[src/hdl/ppcie_pkg.sv]
// ----------------------------------------------------------------------------
// ppcie_pkg
// Shared constants, opcodes and types for the immediate-form integer execute
// stage.
// ----------------------------------------------------------------------------
package ppcie_pkg;

   localparam int REG_COUNT_DEF  = 32;
   localparam int DATA_WIDTH_DEF = 64;

   localparam int INSTR_WIDTH = 32;
   localparam int IMM_WIDTH   = 16;
   localparam int IMM_SHIFT   = 16;
   localparam int GPR_IDX_W   = 5;
   localparam int CR_FIELD_W  = 3;
   localparam int CR_BITS_W   = 4;
   localparam int CR_WIDTH    = 32;

   // primary opcodes
   localparam logic [5:0] OP_MULLI  = 6'd7;
   localparam logic [5:0] OP_SUBFIC = 6'd8;
   localparam logic [5:0] OP_CMPLI  = 6'd10;
   localparam logic [5:0] OP_CMPI   = 6'd11;
   localparam logic [5:0] OP_ADDIC  = 6'd12;
   localparam logic [5:0] OP_ADDICR = 6'd13;
   localparam logic [5:0] OP_ADDI   = 6'd14;
   localparam logic [5:0] OP_ADDIS  = 6'd15;
   localparam logic [5:0] OP_ORI    = 6'd24;
   localparam logic [5:0] OP_ORIS   = 6'd25;
   localparam logic [5:0] OP_XORI   = 6'd26;
   localparam logic [5:0] OP_XORIS  = 6'd27;
   localparam logic [5:0] OP_ANDIR  = 6'd28;
   localparam logic [5:0] OP_ANDISR = 6'd29;

   // condition field nibbles, SO always clear
   localparam logic [CR_BITS_W-1:0] CR_LT = 4'b1000;
   localparam logic [CR_BITS_W-1:0] CR_GT = 4'b0100;
   localparam logic [CR_BITS_W-1:0] CR_EQ = 4'b0010;

   localparam logic STATUS_OK     = 1'b0;
   localparam logic STATUS_UNIMPL = 1'b1;

   typedef struct packed {
      logic                  status;
      logic                  reg_written;
      logic [GPR_IDX_W-1:0]  dest_index;
      logic                  carry_written;
      logic                  carry_value;
      logic                  cr_written;
      logic [CR_FIELD_W-1:0] cr_field;
      logic [CR_BITS_W-1:0]  cr_bits;
   } ppcie_ctrl_type;

endpackage

[src/hdl/ppcie_alu.sv]
// ----------------------------------------------------------------------------
// ppcie_alu
// Decode and execute of the D-form integer subset: arithmetic, logical,
// compare and record-form condition update.
// ----------------------------------------------------------------------------
module ppcie_alu #(
   parameter int DATA_WIDTH = ppcie_pkg::DATA_WIDTH_DEF
) (
   input  logic [ppcie_pkg::INSTR_WIDTH-1:0] instruction,
   input  logic [DATA_WIDTH-1:0]             opnd_a,
   input  logic [DATA_WIDTH-1:0]             opnd_s,
   output ppcie_pkg::ppcie_ctrl_type         ctrl,
   output logic [DATA_WIDTH-1:0]             result
);

   localparam int IMM_W = ppcie_pkg::IMM_WIDTH;
   localparam int HALF  = 32;

   logic [5:0]                        opcode;
   logic [ppcie_pkg::GPR_IDX_W-1:0]   rt;
   logic [ppcie_pkg::GPR_IDX_W-1:0]   ra;
   logic [ppcie_pkg::CR_FIELD_W-1:0]  bf;
   logic                              lbit;
   logic [IMM_W-1:0]                  imm;
   logic [DATA_WIDTH-1:0]             ui_ext;
   logic [DATA_WIDTH-1:0]             si_ext;
   logic [DATA_WIDTH-1:0]             ui_hi;
   logic [DATA_WIDTH-1:0]             si_hi;
   logic [DATA_WIDTH+IMM_W-1:0]       mul_wide;
   logic [DATA_WIDTH-1:0]             mul_fix;
   logic [DATA_WIDTH-1:0]             mul_lo;
   logic [DATA_WIDTH:0]               add_sum;
   logic [DATA_WIDTH:0]               sub_sum;
   logic [DATA_WIDTH-1:0]             base;
   logic [DATA_WIDTH-1:0]             cmp_x;
   logic [DATA_WIDTH-1:0]             cmp_y;
   logic [ppcie_pkg::CR_BITS_W-1:0]   cmp_bits;
   logic [ppcie_pkg::CR_BITS_W-1:0]   rec_bits;
   logic [DATA_WIDTH-1:0]             res;
   logic                              record;

   assign opcode = instruction[31:26];
   assign rt     = instruction[25:21];
   assign ra     = instruction[20:16];
   assign bf     = instruction[25:23];
   assign lbit   = instruction[21];
   assign imm    = instruction[15:0];

   assign ui_ext = {{(DATA_WIDTH-IMM_W){1'b0}}, imm};
   assign si_ext = {{(DATA_WIDTH-IMM_W){imm[IMM_W-1]}}, imm};
   assign ui_hi  = ui_ext << ppcie_pkg::IMM_SHIFT;
   assign si_hi  = si_ext << ppcie_pkg::IMM_SHIFT;

   // signed 16-bit multiplier as unsigned product minus a shifted correction
   assign mul_wide = opnd_a * imm;
   assign mul_fix  = imm[IMM_W-1] ? (opnd_a << IMM_W) : '0;
   assign mul_lo   = mul_wide[DATA_WIDTH-1:0] - mul_fix;

   assign add_sum = {1'b0, opnd_a} + {1'b0, si_ext};
   assign sub_sum = {1'b0, si_ext} + {1'b0, ~opnd_a} + (DATA_WIDTH+1)'(1);
   assign base    = (ra == '0) ? '0 : opnd_a;

   // compare operands, signed compare done by flipping the sign bits
   always_comb begin
      if (opcode == ppcie_pkg::OP_CMPI) begin
         cmp_x = lbit ? opnd_a
                      : {{(DATA_WIDTH-HALF){opnd_a[HALF-1]}}, opnd_a[HALF-1:0]};
         cmp_y = si_ext;
         cmp_x[DATA_WIDTH-1] = ~cmp_x[DATA_WIDTH-1];
         cmp_y[DATA_WIDTH-1] = ~cmp_y[DATA_WIDTH-1];
      end else begin
         cmp_x = lbit ? opnd_a : {{(DATA_WIDTH-HALF){1'b0}}, opnd_a[HALF-1:0]};
         cmp_y = ui_ext;
      end
      if (cmp_x < cmp_y) begin
         cmp_bits = ppcie_pkg::CR_LT;
      end else if (cmp_x > cmp_y) begin
         cmp_bits = ppcie_pkg::CR_GT;
      end else begin
         cmp_bits = ppcie_pkg::CR_EQ;
      end
   end

   always_comb begin
      ctrl   = '0;
      res    = '0;
      record = 1'b0;
      case (opcode)
         ppcie_pkg::OP_MULLI: begin
            res = mul_lo;
            ctrl.reg_written = 1'b1;
            ctrl.dest_index  = rt;
         end
         ppcie_pkg::OP_SUBFIC: begin
            res = sub_sum[DATA_WIDTH-1:0];
            ctrl.reg_written   = 1'b1;
            ctrl.dest_index    = rt;
            ctrl.carry_written = 1'b1;
            ctrl.carry_value   = sub_sum[DATA_WIDTH];
         end
         ppcie_pkg::OP_CMPLI, ppcie_pkg::OP_CMPI: begin
            ctrl.cr_written = 1'b1;
            ctrl.cr_field   = bf;
            ctrl.cr_bits    = cmp_bits;
         end
         ppcie_pkg::OP_ADDIC, ppcie_pkg::OP_ADDICR: begin
            res = add_sum[DATA_WIDTH-1:0];
            ctrl.reg_written   = 1'b1;
            ctrl.dest_index    = rt;
            ctrl.carry_written = 1'b1;
            ctrl.carry_value   = add_sum[DATA_WIDTH];
            record = (opcode == ppcie_pkg::OP_ADDICR);
         end
         ppcie_pkg::OP_ADDI: begin
            res = base + si_ext;
            ctrl.reg_written = 1'b1;
            ctrl.dest_index  = rt;
         end
         ppcie_pkg::OP_ADDIS: begin
            res = base + si_hi;
            ctrl.reg_written = 1'b1;
            ctrl.dest_index  = rt;
         end
         ppcie_pkg::OP_ORI: begin
            res = opnd_s | ui_ext;
            ctrl.reg_written = 1'b1;
            ctrl.dest_index  = ra;
         end
         ppcie_pkg::OP_ORIS: begin
            res = opnd_s | ui_hi;
            ctrl.reg_written = 1'b1;
            ctrl.dest_index  = ra;
         end
         ppcie_pkg::OP_XORI: begin
            res = opnd_s ^ ui_ext;
            ctrl.reg_written = 1'b1;
            ctrl.dest_index  = ra;
         end
         ppcie_pkg::OP_XORIS: begin
            res = opnd_s ^ ui_hi;
            ctrl.reg_written = 1'b1;
            ctrl.dest_index  = ra;
         end
         ppcie_pkg::OP_ANDIR: begin
            res = opnd_s & ui_ext;
            ctrl.reg_written = 1'b1;
            ctrl.dest_index  = ra;
            record = 1'b1;
         end
         ppcie_pkg::OP_ANDISR: begin
            res = opnd_s & ui_hi;
            ctrl.reg_written = 1'b1;
            ctrl.dest_index  = ra;
            record = 1'b1;
         end
         default: begin
            ctrl.status = ppcie_pkg::STATUS_UNIMPL;
         end
      endcase
      if (record) begin
         ctrl.cr_written = 1'b1;
         ctrl.cr_field   = '0;
         ctrl.cr_bits    = rec_bits;
      end
   end

   always_comb begin
      if (res[DATA_WIDTH-1]) begin
         rec_bits = ppcie_pkg::CR_LT;
      end else if (res == '0) begin
         rec_bits = ppcie_pkg::CR_EQ;
      end else begin
         rec_bits = ppcie_pkg::CR_GT;
      end
   end

   assign result = res;

endmodule
[config.mk]
export PLATFORM = sky130hd
export DESIGN_NAME = ppcie_alu
export DESIGN_NICKNAME = d
export VERILOG_FILES = /design/src/hdl/ppcie_pkg.sv /design/src/hdl/ppcie_alu.sv
export SDC_FILE = /design/constraint.sdc
export NUM_CORES = 2
export LEC_CHECK = 0
export BUFFER_PORTS_ARGS = -buffer_cell sky130_fd_sc_hd__buf_4
export CORE_MARGIN = 2
export CORE_UTILIZATION = 50
export DETAILED_ROUTE_END_ITERATION = 10
export PLACE_DENSITY = 0.79
export SYNTH_ARGS = -nofsm -noshare
export SYNTH_HDL_FRONTEND = slang
export SYNTH_SLANG_ARGS = --single-unit
export TNS_END_PERCENT = 10
[constraint.sdc]
create_clock -name vclk -period 25.6
set_input_delay 2.56 -clock vclk [all_inputs]
set_output_delay 2.56 -clock vclk [all_outputs]
set_load 0.03 [all_outputs]
==> reports/metrics.yaml <==
path_delay_family: "simple AND/OR/NAND/NOR gates"
dp_hpwl_mm: 200
syn2layout_area_growth_pct: 4.97
cp_num_cells: 31
cts_setup_buffers: 0
yosysSeqAreaShare_pct: 0
layout-drive-gt1-share_pct: 6.03
ys_warn_count: 0
fin_setup_tns_ps: 0
crit_type: "input port to output pin"
fp-row-count: 116
antenna_left: 0
slew_viol_final: 0
rsz0062_at_grt: "false"
hold_buffers: 0
cap_violations: 0
crit_end: "ctrl[1]"
startpoint_type: "input port"
final.period_utilization_pct: 61.7
path_buf_inv: 9
antenna_found_initial: 8
required_ps: 23040
totalWireLength_mm: 249
drtIter0Drc: 6273
die_height_um: 321
worstSetupStartpoint: "instruction[5]"
io_pins: 241
path_common_cell: "fa_1"
final_nets: 8309
slowest_stage: "a311oi_1"
maxSlewHeadroom_pct: 4.02
gp_congestion: 1.09
grt_usage_pct: 47.6
status: "complete, no violations"
dieArea_um2: 103000
min_period_ps: 15800
syn-instance-count: 7019
dr.pass1.iters: 8
portBuffers: 240
hold_viol: 0
seq_cell_count: 0
clock_buffers: 0
vias: 54000
holdWs_ps: 5460
avgSynthCellArea_um2: 7.17
placed_cell_area_um2: 52800
final-seq-area_um2: 0
wl_per_cell_um: 30.3
tightest_slew_ps: 1430
grt-ovfl-total: 0
ys_types: 94
core_um2: 100000
grt_first_pass_wirelength_mm: 361
worstSetupEndpointType: "output pin"
vias_per_cell: 6.58
max_stage_delay_ps: 770
post_cts_resized: 0
max_freq_mhz: 63.3
cp_max_fo: 16
final_cell_area_um2: 52800
ys_top_cells_by_area: "fa_1, ha_1, nand2_1"
start_util_pct: 50.3
min_path_type: "input port to output pin"
setup_viol: 0
die_x_um: 321
synth_top_area_share_pct: 31.9
syn_area_um2: 50300
yosysTopAreaCell: "fa_1"
arrival_ps: 13240
grt_pass1_vias: 53600
synth_nets: 8415
drc: 0
grt_max_degree: 69
-- worst min path at each step --
stage                          from       end  slack [ps]  cells after the start
floorplan           instruction[23]   ctrl[4]        5370                      1
global placement    instruction[22]  ctrl[11]        5460                      3
detailed placement  instruction[22]  ctrl[11]        5460                      3
CTS                 instruction[22]  ctrl[11]        5460                      3
global route        instruction[22]  ctrl[11]        5470                      3
finish              instruction[22]  ctrl[11]        5460                      3
-- layer usage --
| metal | track usage, % | vias up | share of wire (%) |
|---|---|---|---|
| met5 | 0 | - | 0.0044 |
| met4 | 44.1 | 2 | 12 |
| met3 | 9.56 | 1218 | 10 |
| met2 | 73.6 | 3726 | 43 |
| met1 | 55.6 | 26200 | 35 |
| li1 | - | 22800 | - |
-- per-stage QoR --
step	utilization (%)	worst slack, ps	cells
after floorplan	-	12210	7019
after global placement	52.8	10250	8209
after detailed placement	52.8	10180	8209
after CTS	52.8	10130	8209
after global routing	52.8	9560	8209
final	52.8	9800	8216
-- synth_stat cells (62+ instances only) --
master    count
a21o_1       63
a21oi_1     448
clkbuf_1    374
fa_1        802
ha_1        434
inv_1      1163
nand2_1    1164
nand3_1     100
nand4_1     130
nor2_1      603
nor3_1      110
nor4_1       62
o211ai_1     67
o21ai_0     287
xnor2_1     129
xor2_1       67
-- cell families (layout without fill, tap and decap cells) --
group	count (synthesis)	in the layout	synth area share [%]
XOR/XNOR	196	196	3.41
buffers and inverters	1601	1493	12.0
AND/OR/NAND/NOR	2455	2455	21.5
other	1	8	0.00745
multiplexers	67	67	1.36
adder cells (fa/ha/maj)	1236	1236	42.7
AO/OA/AOI/OAI	1463	1463	19.0
-- placed cells by master, fill, tap and decap left out, drive strengths merged, types with 40 or more instances in the layout --
cell,count
a221oi,40
and3,40
nor2b,50
nor2,603
ha,434
a21oi,448
o21a,53
nand2,1164
a211oi,46
buf,317
o21ai,294
a21o,63
xor2,67
nor3,110
xnor2,129
inv,1167
mux2i,56
nand4,130
o211ai,67
a31oi,45
fa,802
o31ai,57
nor4,63
nand3,100
-- cell type report --
cell class,instances,area (um^2)
fill,9826,47200
multi-input combinational,5418,44400
inverter,1176,4410
timing repair buffer,317,2380
tap,1298,1620
antenna,7,17.5
